$ cat src/hw/rtl/mslru_pkg.sv
// Shared codes and field widths for the model slot LRU manager.
`timescale 1ns / 1ps
`default_nettype none
package mslru_pkg;

    localparam int STAMP_W  = 32;
    localparam int TYPE_W   = 3;
    localparam int RECIPE_W = 2;
    localparam int STATUS_W = 4;
    localparam int MAXPT_W  = 5;

    localparam logic [2:0] ACT_LOAD       = 3'd0;
    localparam logic [2:0] ACT_ACCESS     = 3'd1;
    localparam logic [2:0] ACT_UNLOAD     = 3'd2;
    localparam logic [2:0] ACT_UNLOAD_ALL = 3'd3;
    localparam logic [2:0] ACT_QUERY      = 3'd4;

    localparam logic [1:0] RCP_SHARED = 2'd0;
    localparam logic [1:0] RCP_EXCL_A = 2'd1;
    localparam logic [1:0] RCP_EXCL_B = 2'd2;

    localparam logic [1:0] ERR_OK      = 2'd0;
    localparam logic [1:0] ERR_MISSING = 2'd1;
    localparam logic [1:0] ERR_INVALID = 2'd2;

    localparam logic [3:0] STS_LOADED     = 4'd0;
    localparam logic [3:0] STS_ALREADY    = 4'd1;
    localparam logic [3:0] STS_ACCESS_OK  = 4'd2;
    localparam logic [3:0] STS_NOT_LOADED = 4'd3;
    localparam logic [3:0] STS_UNLOADED   = 4'd4;
    localparam logic [3:0] STS_MISSING    = 4'd5;
    localparam logic [3:0] STS_INVALID    = 4'd6;
    localparam logic [3:0] STS_RETRY_FAIL = 4'd7;
    localparam logic [3:0] STS_FULL       = 4'd8;
    localparam logic [3:0] STS_RETRIED    = 4'd9;

    localparam logic CFG_LIMIT_ENABLE = 1'b0;

    localparam logic KIND_NOTICE = 1'b0;
    localparam logic KIND_FINAL  = 1'b1;

endpackage
`default_nettype wire

$ cat src/hw/rtl/mslru_ram.sv
// Generic simple dual-port RAM with a registered read.
`timescale 1ns / 1ps
`default_nettype none
module mslru_ram #(
    parameter int WIDTH = 8,
    parameter int DEPTH = 16
) (
    input  wire logic                     aclk,
    input  wire logic                     we,
    input  wire logic [$clog2(DEPTH)-1:0] waddr,
    input  wire logic [WIDTH-1:0]         wdata,
    input  wire logic                     re,
    input  wire logic [$clog2(DEPTH)-1:0] raddr,
    output logic      [WIDTH-1:0]         rdata
);
    logic [WIDTH-1:0] mem [DEPTH];

    always_ff @(posedge aclk) begin
        if (we) begin
            mem[waddr] <= wdata;
        end
        if (re) begin
            rdata <= mem[raddr];
        end
    end
endmodule
`default_nettype wire

$ cat src/hw/rtl/model_slot_lru_manager_core.sv
// Top level of the model slot LRU manager.
// Usage:
//   The s_ channel takes one request per transaction: s_tuser is the action,
//   s_tdata the model key, type, accelerator flag, recipe and load outcome.
//   The m_ channel returns one eviction notice per evicted model, in the
//   order of eviction, and then one final status with m_tlast set.
//   The cfg_ channel writes limit_enable (index 0) and max_per_type (index 1).
// Passes:
//   Slot fields and the eviction list sit in two RAMs with registered reads.
//   Each pass reads every slot of the table in turn. A request runs up
//   to five such passes (lookup, exclusivity, second exclusivity, type limit,
//   full eviction) plus a closing pass for the count and most recent model,
//   with a decision step after each pass; each eviction notice is read from
//   the eviction list RAM and then written to the output register.
//   One request is worked on at a time.
// Reset and stalls:
//   Reset empties the table and clears the use clock; the slot RAM needs no
//   clearing because entries are only used while valid.
//   When the receiver stalls, the block waits with the result held in its
//   output register; the next request is taken while the final status waits.
`timescale 1ns / 1ps
`default_nettype none
module model_slot_lru_manager_core #(
    parameter int SLOTS    = 16,
    parameter int KEY_BITS = 16
) (
    input  wire logic        aclk,
    input  wire logic        aresetn,
    input  wire logic        s_tvalid,
    output logic             s_tready,
    // model_id[15:0], type_code[18:16], on_accel[19], recipe_class[21:20],
    // first_error[23:22], retry_ok[24], zero[31:25]
    input  wire logic [31:0] s_tdata,
    // action[2:0]
    input  wire logic [2:0]  s_tuser,
    output logic             m_tvalid,
    input  wire logic        m_tready,
    // status[3:0], evicted_model[19:4], loaded_count[24:20],
    // recent_model[40:25], recent_valid[41], zero[47:42]
    output logic [47:0]      m_tdata,
    // kind[0]
    output logic [0:0]       m_tuser,
    output logic             m_tlast,
    input  wire logic        cfg_valid,
    output logic             cfg_ready,
    input  wire logic        cfg_addr,
    input  wire logic [4:0]  cfg_data
);
    import mslru_pkg::*;

    localparam int IDX_W  = $clog2(SLOTS);
    localparam int CNT_W  = $clog2(SLOTS + 1);
    localparam int EXT_W  = (KEY_BITS > 16) ? KEY_BITS : 16;
    localparam int LOW_W  = KEY_BITS + TYPE_W + 1 + RECIPE_W;
    localparam int WORD_W = LOW_W + STAMP_W;
    localparam int CMP_W  = (CNT_W > MAXPT_W) ? CNT_W : MAXPT_W;

    typedef enum logic [2:0] {
        S_IDLE, S_SCAN, S_DECIDE, S_OUTCOME, S_EMIT_RD, S_EMIT_WR, S_FINAL
    } state_t;

    typedef enum logic [2:0] {
        P_FIND, P_EXCL, P_EXCL2, P_LIMIT, P_DROPALL, P_RECENT
    } pass_t;

    state_t                state_reg;
    pass_t                 pass_reg;
    logic                  limit_en_reg;
    logic [MAXPT_W-1:0]    max_reg;
    logic [SLOTS-1:0]      valid_reg;
    logic [STAMP_W-1:0]    use_clock_reg;

    logic [2:0]            act_reg;
    logic [KEY_BITS-1:0]   key_reg;
    logic [TYPE_W-1:0]     type_reg;
    logic                  accel_reg;
    logic [RECIPE_W-1:0]   recipe_reg;
    logic [1:0]            ferr_reg;
    logic                  rok_reg;
    logic                  retry_reg;
    logic [STATUS_W-1:0]   status_reg;

    logic [CNT_W-1:0]      iss_reg;
    logic                  rdv_reg;
    logic [IDX_W-1:0]      rdi_reg;
    logic                  found_reg;
    logic [CNT_W-1:0]      cnt_reg;
    logic [STAMP_W-1:0]    best_stamp_reg;
    logic [KEY_BITS-1:0]   best_key_reg;
    logic [IDX_W-1:0]      best_idx_reg;
    logic [IDX_W-1:0]      hit_idx_reg;
    logic [WORD_W-1:0]     hit_word_reg;
    logic [CNT_W-1:0]      gone_n_reg;
    logic [CNT_W-1:0]      emit_reg;
    logic [CNT_W-1:0]      fin_count_reg;
    logic [15:0]           fin_key_reg;
    logic                  fin_valid_reg;

    logic                  m_valid_reg;
    logic                  m_kind_reg;
    logic [STATUS_W-1:0]   m_status_reg;
    logic [15:0]           m_evicted_reg;
    logic [CNT_W-1:0]      m_count_reg;
    logic [15:0]           m_recent_reg;
    logic                  m_rvalid_reg;
    logic                  m_last_reg;

    // Input unpacking.
    logic [EXT_W-1:0]      id_ext;
    logic [KEY_BITS-1:0]   in_key;
    assign id_ext = EXT_W'(s_tdata[15:0]);
    assign in_key = id_ext[KEY_BITS-1:0];

    // Slot RAM.
    logic                  ram_we;
    logic [IDX_W-1:0]      ram_waddr;
    logic [WORD_W-1:0]     ram_wdata;
    logic                  ram_re;
    logic [WORD_W-1:0]     ram_rdata;

    logic [KEY_BITS-1:0]   w_key;
    logic [TYPE_W-1:0]     w_type;
    logic                  w_accel;
    logic [RECIPE_W-1:0]   w_recipe;
    logic [STAMP_W-1:0]    w_stamp;
    logic                  w_v;
    logic                  beat;

    assign w_key    = ram_rdata[KEY_BITS-1:0];
    assign w_type   = ram_rdata[KEY_BITS +: TYPE_W];
    assign w_accel  = ram_rdata[KEY_BITS + TYPE_W];
    assign w_recipe = ram_rdata[KEY_BITS + TYPE_W + 1 +: RECIPE_W];
    assign w_stamp  = ram_rdata[LOW_W +: STAMP_W];
    assign w_v      = valid_reg[rdi_reg];
    assign beat     = (state_reg == S_SCAN) && rdv_reg;

    // Eviction list RAM.
    logic                  gone_we;
    logic [KEY_BITS-1:0]   gone_wdata;
    logic [KEY_BITS-1:0]   gone_rdata;
    logic [IDX_W-1:0]      drop_idx;
    logic                  scan_drop;
    logic                  dec_unload;
    logic                  dec_limit;
    logic [CMP_W-1:0]      cnt_ext;
    logic [CMP_W-1:0]      max_ext;

    logic [STAMP_W-1:0]    clk_inc;
    logic                  have_free;
    logic [IDX_W-1:0]      free_idx;
    logic                  touch_we;
    logic                  ins_we;
    logic                  out_free;
    logic                  m_load;
    logic [EXT_W-1:0]      ev_ext;
    logic [EXT_W-1:0]      best_ext;

    assign cnt_ext = CMP_W'(cnt_reg);
    assign max_ext = CMP_W'(max_reg);

    assign scan_drop = beat && w_v && (
        (pass_reg == P_EXCL && w_accel &&
            (recipe_reg != RCP_SHARED || w_recipe == RCP_EXCL_A || w_recipe == RCP_EXCL_B)) ||
        (pass_reg == P_EXCL2 && !found_reg && w_recipe == RCP_SHARED && w_type == type_reg) ||
        (pass_reg == P_DROPALL));
    assign dec_unload = (state_reg == S_DECIDE) && (pass_reg == P_FIND) &&
                        (act_reg == ACT_UNLOAD) && found_reg;
    assign dec_limit  = (state_reg == S_DECIDE) && (pass_reg == P_LIMIT) &&
                        found_reg && (cnt_ext >= max_ext);

    assign gone_we = scan_drop || dec_unload || dec_limit;

    always_comb begin
        if (scan_drop) begin
            gone_wdata = w_key;
            drop_idx   = rdi_reg;
        end else if (dec_unload) begin
            gone_wdata = key_reg;
            drop_idx   = hit_idx_reg;
        end else begin
            gone_wdata = best_key_reg;
            drop_idx   = best_idx_reg;
        end
    end

    assign clk_inc = (&use_clock_reg) ? use_clock_reg : use_clock_reg + 1'b1;

    // Lowest free slot.
    always_comb begin
        have_free = 1'b0;
        free_idx  = '0;
        for (int i = SLOTS - 1; i >= 0; i--) begin
            if (!valid_reg[i]) begin
                have_free = 1'b1;
                free_idx  = IDX_W'(i);
            end
        end
    end

    assign touch_we = (state_reg == S_DECIDE) && (pass_reg == P_FIND) && found_reg &&
                      (act_reg == ACT_LOAD || act_reg == ACT_ACCESS);
    assign ins_we   = (state_reg == S_OUTCOME) && have_free &&
                      (ferr_reg == ERR_OK || (retry_reg && rok_reg));

    assign ram_we    = touch_we || ins_we;
    assign ram_waddr = touch_we ? hit_idx_reg : free_idx;
    assign ram_wdata = touch_we ? {clk_inc, hit_word_reg[LOW_W-1:0]}
                                : {clk_inc, recipe_reg, accel_reg, type_reg, key_reg};
    assign ram_re    = (state_reg == S_SCAN) && (iss_reg < CNT_W'(SLOTS));

    mslru_ram #(.WIDTH(WORD_W), .DEPTH(SLOTS)) u_slot_ram (
        .aclk  (aclk),
        .we    (ram_we),
        .waddr (ram_waddr),
        .wdata (ram_wdata),
        .re    (ram_re),
        .raddr (iss_reg[IDX_W-1:0]),
        .rdata (ram_rdata)
    );

    mslru_ram #(.WIDTH(KEY_BITS), .DEPTH(SLOTS)) u_gone_ram (
        .aclk  (aclk),
        .we    (gone_we),
        .waddr (gone_n_reg[IDX_W-1:0]),
        .wdata (gone_wdata),
        .re    (state_reg == S_EMIT_RD),
        .raddr (emit_reg[IDX_W-1:0]),
        .rdata (gone_rdata)
    );

    assign ev_ext   = EXT_W'(gone_rdata);
    assign best_ext = EXT_W'(best_key_reg);
    assign out_free = !m_valid_reg || m_tready;
    assign m_load   = out_free && (state_reg == S_EMIT_WR || state_reg == S_FINAL);

    always_ff @(posedge aclk) begin
        if (!aresetn) begin
            state_reg     <= S_IDLE;
            pass_reg      <= P_FIND;
            limit_en_reg  <= 1'b0;
            max_reg       <= MAXPT_W'(1);
            valid_reg     <= '0;
            use_clock_reg <= '0;
            m_valid_reg   <= 1'b0;
            rdv_reg       <= 1'b0;
            iss_reg       <= '0;
            found_reg     <= 1'b0;
            cnt_reg       <= '0;
            gone_n_reg    <= '0;
            retry_reg     <= 1'b0;
        end else begin
            if (cfg_valid) begin
                if (cfg_addr == CFG_LIMIT_ENABLE) begin
                    limit_en_reg <= cfg_data[0];
                end else begin
                    max_reg <= cfg_data;
                end
            end
            if (ram_we) begin
                use_clock_reg <= clk_inc;
            end
            if (gone_we) begin
                valid_reg[drop_idx] <= 1'b0;
                gone_n_reg          <= gone_n_reg + 1'b1;
            end
            if (ins_we) begin
                valid_reg[free_idx] <= 1'b1;
            end
            if (m_load) begin
                m_valid_reg <= 1'b1;
            end else if (m_valid_reg && m_tready) begin
                m_valid_reg <= 1'b0;
            end
            if (state_reg != S_SCAN) begin
                iss_reg <= '0;
                rdv_reg <= 1'b0;
            end

            unique case (state_reg)
                S_IDLE: begin
                    if (s_tvalid) begin
                        act_reg    <= s_tuser;
                        key_reg    <= in_key;
                        type_reg   <= s_tdata[18:16];
                        accel_reg  <= s_tdata[19];
                        recipe_reg <= s_tdata[21:20];
                        ferr_reg   <= s_tdata[23:22];
                        rok_reg    <= s_tdata[24];
                        gone_n_reg <= '0;
                        found_reg  <= 1'b0;
                        cnt_reg    <= '0;
                        retry_reg  <= 1'b0;
                        state_reg  <= S_SCAN;
                        unique case (s_tuser)
                            ACT_LOAD, ACT_ACCESS, ACT_UNLOAD: pass_reg <= P_FIND;
                            ACT_UNLOAD_ALL: pass_reg <= P_DROPALL;
                            ACT_QUERY: begin
                                status_reg <= (|valid_reg) ? STS_ACCESS_OK : STS_NOT_LOADED;
                                pass_reg   <= P_RECENT;
                            end
                            default: begin
                                status_reg <= STS_NOT_LOADED;
                                pass_reg   <= P_RECENT;
                            end
                        endcase
                    end
                end

                S_SCAN: begin
                    if (ram_re) begin
                        iss_reg <= iss_reg + 1'b1;
                    end
                    rdv_reg <= ram_re;
                    rdi_reg <= iss_reg[IDX_W-1:0];
                    if (beat) begin
                        unique case (pass_reg)
                            P_FIND: begin
                                if (w_v && w_key == key_reg && !found_reg) begin
                                    found_reg    <= 1'b1;
                                    hit_idx_reg  <= rdi_reg;
                                    hit_word_reg <= ram_rdata;
                                end
                            end
                            P_EXCL2: begin
                                if (scan_drop) begin
                                    found_reg <= 1'b1;
                                end
                            end
                            P_LIMIT: begin
                                if (w_v && w_type == type_reg) begin
                                    cnt_reg <= cnt_reg + 1'b1;
                                    if (!found_reg || w_stamp < best_stamp_reg) begin
                                        found_reg      <= 1'b1;
                                        best_stamp_reg <= w_stamp;
                                        best_key_reg   <= w_key;
                                        best_idx_reg   <= rdi_reg;
                                    end
                                end
                            end
                            P_RECENT: begin
                                if (w_v) begin
                                    cnt_reg <= cnt_reg + 1'b1;
                                    if (!found_reg || w_stamp > best_stamp_reg) begin
                                        found_reg      <= 1'b1;
                                        best_stamp_reg <= w_stamp;
                                        best_key_reg   <= w_key;
                                    end
                                end
                            end
                            default: begin
                            end
                        endcase
                        if (rdi_reg == IDX_W'(SLOTS - 1)) begin
                            state_reg <= S_DECIDE;
                        end
                    end
                end

                S_DECIDE: begin
                    // Results of the finished pass are read here and cleared for the next.
                    found_reg <= 1'b0;
                    cnt_reg   <= '0;
                    unique case (pass_reg)
                        P_FIND: begin
                            if (act_reg == ACT_ACCESS) begin
                                status_reg <= found_reg ? STS_ACCESS_OK : STS_NOT_LOADED;
                                pass_reg   <= P_RECENT;
                                state_reg  <= S_SCAN;
                            end else if (act_reg == ACT_UNLOAD) begin
                                status_reg <= found_reg ? STS_UNLOADED : STS_NOT_LOADED;
                                pass_reg   <= P_RECENT;
                                state_reg  <= S_SCAN;
                            end else if (found_reg) begin
                                status_reg <= STS_ALREADY;
                                pass_reg   <= P_RECENT;
                                state_reg  <= S_SCAN;
                            end else if (accel_reg) begin
                                pass_reg  <= P_EXCL;
                                state_reg <= S_SCAN;
                            end else if (limit_en_reg) begin
                                pass_reg  <= P_LIMIT;
                                state_reg <= S_SCAN;
                            end else begin
                                state_reg <= S_OUTCOME;
                            end
                        end
                        P_EXCL: begin
                            if (recipe_reg == RCP_SHARED) begin
                                pass_reg  <= P_EXCL2;
                                state_reg <= S_SCAN;
                            end else if (limit_en_reg) begin
                                pass_reg  <= P_LIMIT;
                                state_reg <= S_SCAN;
                            end else begin
                                state_reg <= S_OUTCOME;
                            end
                        end
                        P_EXCL2: begin
                            if (limit_en_reg) begin
                                pass_reg  <= P_LIMIT;
                                state_reg <= S_SCAN;
                            end else begin
                                state_reg <= S_OUTCOME;
                            end
                        end
                        P_LIMIT: state_reg <= S_OUTCOME;
                        P_DROPALL: begin
                            if (act_reg == ACT_LOAD) begin
                                state_reg <= S_OUTCOME;
                            end else begin
                                status_reg <= STS_UNLOADED;
                                pass_reg   <= P_RECENT;
                                state_reg  <= S_SCAN;
                            end
                        end
                        P_RECENT: begin
                            fin_count_reg <= cnt_reg;
                            fin_valid_reg <= found_reg;
                            fin_key_reg   <= found_reg ? best_ext[15:0] : 16'd0;
                            emit_reg      <= '0;
                            state_reg     <= (gone_n_reg == '0) ? S_FINAL : S_EMIT_RD;
                        end
                        default: state_reg <= S_IDLE;
                    endcase
                end

                S_OUTCOME: begin
                    found_reg <= 1'b0;
                    cnt_reg   <= '0;
                    state_reg <= S_SCAN;
                    if (ferr_reg == ERR_OK) begin
                        status_reg <= have_free ? STS_LOADED : STS_FULL;
                        pass_reg   <= P_RECENT;
                    end else if (ferr_reg == ERR_MISSING) begin
                        status_reg <= STS_MISSING;
                        pass_reg   <= P_RECENT;
                    end else if (ferr_reg == ERR_INVALID) begin
                        status_reg <= STS_INVALID;
                        pass_reg   <= P_RECENT;
                    end else if (!retry_reg) begin
                        // Any other failure empties the table before the retry.
                        retry_reg <= 1'b1;
                        pass_reg  <= P_DROPALL;
                    end else if (rok_reg) begin
                        status_reg <= have_free ? STS_RETRIED : STS_FULL;
                        pass_reg   <= P_RECENT;
                    end else begin
                        status_reg <= STS_RETRY_FAIL;
                        pass_reg   <= P_RECENT;
                    end
                end

                S_EMIT_RD: state_reg <= S_EMIT_WR;

                S_EMIT_WR: begin
                    if (out_free) begin
                        m_kind_reg    <= KIND_NOTICE;
                        m_status_reg  <= STS_LOADED;
                        m_evicted_reg <= ev_ext[15:0];
                        m_count_reg   <= fin_count_reg;
                        m_recent_reg  <= fin_key_reg;
                        m_rvalid_reg  <= fin_valid_reg;
                        m_last_reg    <= 1'b0;
                        emit_reg      <= emit_reg + 1'b1;
                        state_reg     <= (emit_reg + 1'b1 == gone_n_reg) ? S_FINAL : S_EMIT_RD;
                    end
                end

                S_FINAL: begin
                    if (out_free) begin
                        m_kind_reg    <= KIND_FINAL;
                        m_status_reg  <= status_reg;
                        m_evicted_reg <= 16'd0;
                        m_count_reg   <= fin_count_reg;
                        m_recent_reg  <= fin_key_reg;
                        m_rvalid_reg  <= fin_valid_reg;
                        m_last_reg    <= 1'b1;
                        state_reg     <= S_IDLE;
                    end
                end

                default: state_reg <= S_IDLE;
            endcase
        end
    end

    assign s_tready  = (state_reg == S_IDLE);
    assign cfg_ready = 1'b1;
    assign m_tvalid  = m_valid_reg;
    assign m_tuser   = m_kind_reg;
    assign m_tlast   = m_last_reg;
    assign m_tdata   = {6'd0, m_rvalid_reg, m_recent_reg, 5'(m_count_reg),
                        m_evicted_reg, m_status_reg};
endmodule
`default_nettype wire

$ cat config.mk
export PLATFORM = sky130hd
export DESIGN_NAME = model_slot_lru_manager_core
export DESIGN_NICKNAME = d
export VERILOG_FILES = /design/src/hw/rtl/mslru_pkg.sv /design/src/hw/rtl/mslru_ram.sv /design/src/hw/rtl/model_slot_lru_manager_core.sv
export SDC_FILE = /design/constraint.sdc
export NUM_CORES = 2
export LEC_CHECK = 0
export BUFFER_PORTS_ARGS = -buffer_cell sky130_fd_sc_hd__buf_4
export CAP_MARGIN = 0
export CORE_AREA = 2 2 329 299
export DETAILED_ROUTE_END_ITERATION = 8
export DIE_AREA = 0 0 331 301
export HOLD_SLACK_MARGIN = 0.05
export PLACE_DENSITY = 0.81
export SETUP_SLACK_MARGIN = 0.3
export SYNTH_ARGS = -nofsm -noshare
export SYNTH_HDL_FRONTEND = slang
export SYNTH_SLANG_ARGS = --single-unit
export TNS_END_PERCENT = 100
$ cat constraint.sdc
create_clock -name aclk -period 6.93 [get_ports aclk]
set_clock_uncertainty 0.1 [all_clocks]
set_input_delay 1.0395 -clock aclk [delete_from_list [all_inputs] [get_ports aclk]]
set_output_delay 1.0395 -clock aclk [all_outputs]
set_load 0.1 [all_outputs]
==> flow_results.xml <==
<?xml version="1.0" encoding="UTF-8"?>
<metrics>
  <group name="placement">
    <metric name="gp_routability_congestion" unit="">0.8744</metric>
    <metric name="place_inst" unit="">4186</metric>
    <metric name="detailed_place_hpwl" unit="um">68780</metric>
    <metric name="numPortBuffers" unit="">84</metric>
  </group>
  <group name="clocking">
    <metric name="cts_max_level" unit="">4</metric>
    <metric name="post_cts_resize_count" unit="">0</metric>
    <metric name="tritoncts_clock_tree" unit="">done</metric>
    <metric name="cts_setup_buffers" unit="">0</metric>
    <metric name="cts_hold_buffers" unit="">0</metric>
    <metric name="clock_path_buffers" unit="">3</metric>
    <metric name="worst_skew_pair.late_latency" unit="ns">0.77</metric>
    <metric name="cts_num_sinks" unit="">1453</metric>
    <metric name="clock-root-buffer" unit="">clkbuf_16</metric>
    <metric name="number_of_buffers_created_by_cts" unit="">140</metric>
    <metric name="cts.reportedPaths.clkPinSlew" unit="ns">0.06</metric>
  </group>
  <group name="pwr">
    <metric name="worst_ir_drop_vdd" unit="V">0.0002431</metric>
    <metric name="total_leakage_power" unit="nW">20.30</metric>
    <metric name="fin_total_pwr" unit="W">0.01943</metric>
    <metric name="power_per_cell_area" unit="nW/um^2">302.6</metric>
  </group>
  <group name="timing">
    <metric name="fmax" unit="MHz">207.5</metric>
    <metric name="timing.slew.headroom" unit="%">13.61</metric>
    <metric name="setup_viol" unit="">0</metric>
    <metric name="fin_setup_tns" unit="ns">0</metric>
    <metric name="tightest_slew" unit="ns">1.292</metric>
    <metric name="final_hold_viol_count" unit="">0</metric>
    <metric name="timing.hold.ws" unit="ns">0.3180</metric>
    <metric name="total_count_of_max_transition_violations_in_the_final_report" unit="">0</metric>
    <metric name="unrepaired_setup_endpoints_after_global_routing" unit="">false</metric>
    <metric name="timing.final.crit_share" unit="%">69.55</metric>
    <metric name="period_needed" unit="ns">4.820</metric>
  </group>
  <group name="floorplanning">
    <metric name="die_x" unit="um">331</metric>
    <metric name="std_cell_rows" unit="">108</metric>
    <metric name="chipHeight" unit="um">301</metric>
    <metric name="design.core.area" unit="sq um">95940</metric>
    <metric name="boundaryPins" unit="">99</metric>
    <metric name="die_area" unit="sq um">99630</metric>
    <metric name="floorplan.initialDensity" unit="%">59.71</metric>
  </group>
  <group name="routing">
    <metric name="drtPass1Iterations" unit="">7</metric>
    <metric name="via_per_inst" unit="">6.695</metric>
    <metric name="route.detailed.drc" unit="">0</metric>
    <metric name="drtIter0Drc" unit="">3873</metric>
    <metric name="drt_wl_total" unit="um">133200</metric>
    <metric name="vias" unit="">29714</metric>
    <metric name="antenna_left" unit="">0</metric>
    <metric name="wire_length_per_cell" unit="um">30.01</metric>
  </group>
  <group name="worst_setup_path">
    <metric name="timing.setup.critical_path_class" unit="">reg -&gt; reg</metric>
    <metric name="arrival" unit="ns">5.10</metric>
    <metric name="top_fanout_value_on_the_critical_path" unit="">32</metric>
    <metric name="worstPathRequired" unit="ns">7.21</metric>
    <metric name="crit_path_start_kind" unit="">register</metric>
    <metric name="worstSetupEndpointType" unit="">register</metric>
  </group>
  <group name="global_routing">
    <metric name="grt_pass1_wl" unit="um">197300</metric>
    <metric name="global_route.overflow_total" unit="">0</metric>
    <metric name="gr-usage-all-layers" unit="%">27.26</metric>
    <metric name="vias_in_the_first_global_route" unit="">30374</metric>
    <metric name="grt_antenna_before_repair" unit="">3</metric>
    <metric name="largest_net_degree_at_the_start_of_global_routing" unit="">157</metric>
  </group>
  <group name="synth">
    <metric name="syn-mean-instance-area" unit="sq um">19.70</metric>
    <metric name="synth_most_common_cell" unit="">edfxtp_1</metric>
    <metric name="synth.cell_area" unit="sq um">57280</metric>
    <metric name="ys_top_cells_by_count" unit="">edfxtp_1, mux4_2, nand2_1</metric>
    <metric name="main_area_contributors_after_synthesis" unit="">edfxtp_1, mux4_2, dfxtp_1</metric>
    <metric name="register_bit_count_reported_by_yosys" unit="">1453</metric>
    <metric name="synth.distinct_cells" unit="">82</metric>
    <metric name="synth_sequential_area_ratio" unit="%">74.79</metric>
    <metric name="synth-main-ff-cell" unit="">edfxtp_1</metric>
    <metric name="synth_largest_type_area_fraction" unit="%">72.03</metric>
    <metric name="synth_enable_flop_cells" unit="">1374</metric>
    <metric name="async_flop_share" unit="%">0</metric>
    <metric name="yosys_warnings" unit="">0</metric>
    <metric name="synthDominantAreaCellType" unit="">edfxtp_1</metric>
    <metric name="synthesis.instances" unit="">2908</metric>
  </group>
  <group name="final_layout">
    <metric name="largest_register" unit="">u_slot_ram.mem</metric>
    <metric name="largest_reg_flops" unit="">864</metric>
    <metric name="ff_latch_area" unit="sq um">42860</metric>
    <metric name="layout-drive-gt1-share" unit="%">24.09</metric>
    <metric name="nFillCells" unit="">5700</metric>
    <metric name="nets" unit="">3154</metric>
    <metric name="areaGrowthSynthToFinish" unit="%">12.06</metric>
    <metric name="biggestRegsByFlops" unit="">u_slot_ram.mem x864, u_gone_ram.mem x256, u_slot_ram.rdata x54</metric>
    <metric name="multi_input_comb_area" unit="sq um">13920</metric>
    <metric name="post_layout_nonfiller_instances" unit="">4438</metric>
  </group>
  <group name="run_status">
    <metric name="status" unit="">finished clean</metric>
  </group>
  <group name="min_path">
    <metric name="timing.hold.worst.class" unit="">reg -&gt; reg</metric>
  </group>
  <group name="flow_run">
    <metric name="cap_viol_max_count" unit="">0</metric>
  </group>
</metrics>
==> cells in the final DEF (no fill, tap or decap), types with 7 or more instances in the layout <==
master / netlist / final
a211oi_1: 10 / 8
and2_1: 42 / 42
nor4_1: 18 / 17
nor3_1: 23 / 20
mux4_2: 354 / 354
o21ai_0: 55 / 50
nand4_1: 21 / 21
xor2_1: 45 / 45
clkbuf_16: 0 / 141
a21oi_1: 49 / 49
nand3_1: 43 / 43
nor2b_1: 15 / 15
nor2_4: 0 / 18
o21ai_1: 4 / 9
buf_4: 11 / 145
xnor2_1: 44 / 43
inv_6: 0 / 8
mux2i_1: 21 / 21
conb_1: 2 / 7
nand2_1: 154 / 154
bufinv_16: 0 / 11
dfxtp_1: 79 / 75
a21o_1: 11 / 11
nand2b_1: 10 / 10
nor2_1: 119 / 101
clkinv_2: 0 / 25
clkbuf_1: 89 / 29
ha_1: 45 / 45
or3_1: 19 / 19
clkinv_1: 0 / 23
edfxtp_1: 1374 / 1374
a31oi_1: 16 / 16
inv_1: 57 / 57
mux2_2: 7 / 7
and3_1: 18 / 18
==> where the power goes <==
part / internal, W / total, W / switching (W) / leakage [nW]
registers: 0.00988 / 0.0101 / 0.000261 / 13.2
logic: 0.000757 / 0.00180 / 0.00105 / 4.97
clock network: 0.00421 / 0.00748 / 0.00327 / 2.18
==> per-layer routing <==
| metal | up-vias | routed length, um | GRT usage (%) | part of all wire [%] |
|---|---|---|---|---|
| met1 | 15397 | 48700 | 36.34 | 37 |
| met5 | - | 13 | 0 | 0.0098 |
| met2 | 1876 | 68450 | 46.05 | 51 |
| met3 | 311 | 11910 | 4.901 | 8.9 |
| met4 | 2 | 4099 | 8.977 | 3.1 |
| li1 | 12128 | - | - | - |
==> cell type report <==
type                       count  area share [%]
sequential                  1453           66.76
tap                         1265           2.466
clock buffer                 172           5.709
antenna                        1        0.003898
timing repair buffer         148           1.789
inverter                      60          0.3508
multi-input combinational   1260           21.69
clock inverter                79           1.232
==> worst paths after layout <==
path | startpoint | to | slack [ns] | cells past startpoint
worst max-delay path | u_slot_ram.rdata[39] | best_stamp_reg[23] | 2.11 | 9
worst min-delay path | fin_key_reg[10] | m_recent_reg[10] | 0.32 | 0
worst max register to register | u_slot_ram.rdata[39] | best_stamp_reg[23] | 2.11 | 9
worst min register to register | fin_key_reg[10] | m_recent_reg[10] | 0.32 | 0
==> worst max-delay path: stages (launching register included) <==
cell	delay, ns
edfxtp_1	0.41
ha_1	0.33
a211oi_1	0.29
o21bai_1	0.12
a21o_1	0.18
a221oi_1	0.52
o21ai_0	0.55
a211o_1	0.46
a221oi_4	0.86
buf_4	0.59
==> through the flow <==
stage          util [%]  worst slack [ns]  area (sq um)
2_1_floorplan         -            0.7856         57300
3_3_place_gp      62.25             2.368         59730
3_5_place_dp      62.25             2.264         59730
4_1_cts           66.90             2.178         64180
5_1_grt           66.91             1.884         64190
6_report          66.91             2.110         64190
==> cells by family after synthesis <==
| family | synth area share, % |
|---|---|
| flops | 74.79 |
| simple gates | 4.530 |
| mux | 14.42 |
| compound gates | 2.466 |
| buf+inv | 1.422 |
| xor+xnor | 1.361 |
| fa+ha+maj | 1.000 |
| other cells | 0.01311 |
Note: power is estimated with default switching activity, not from simulation.
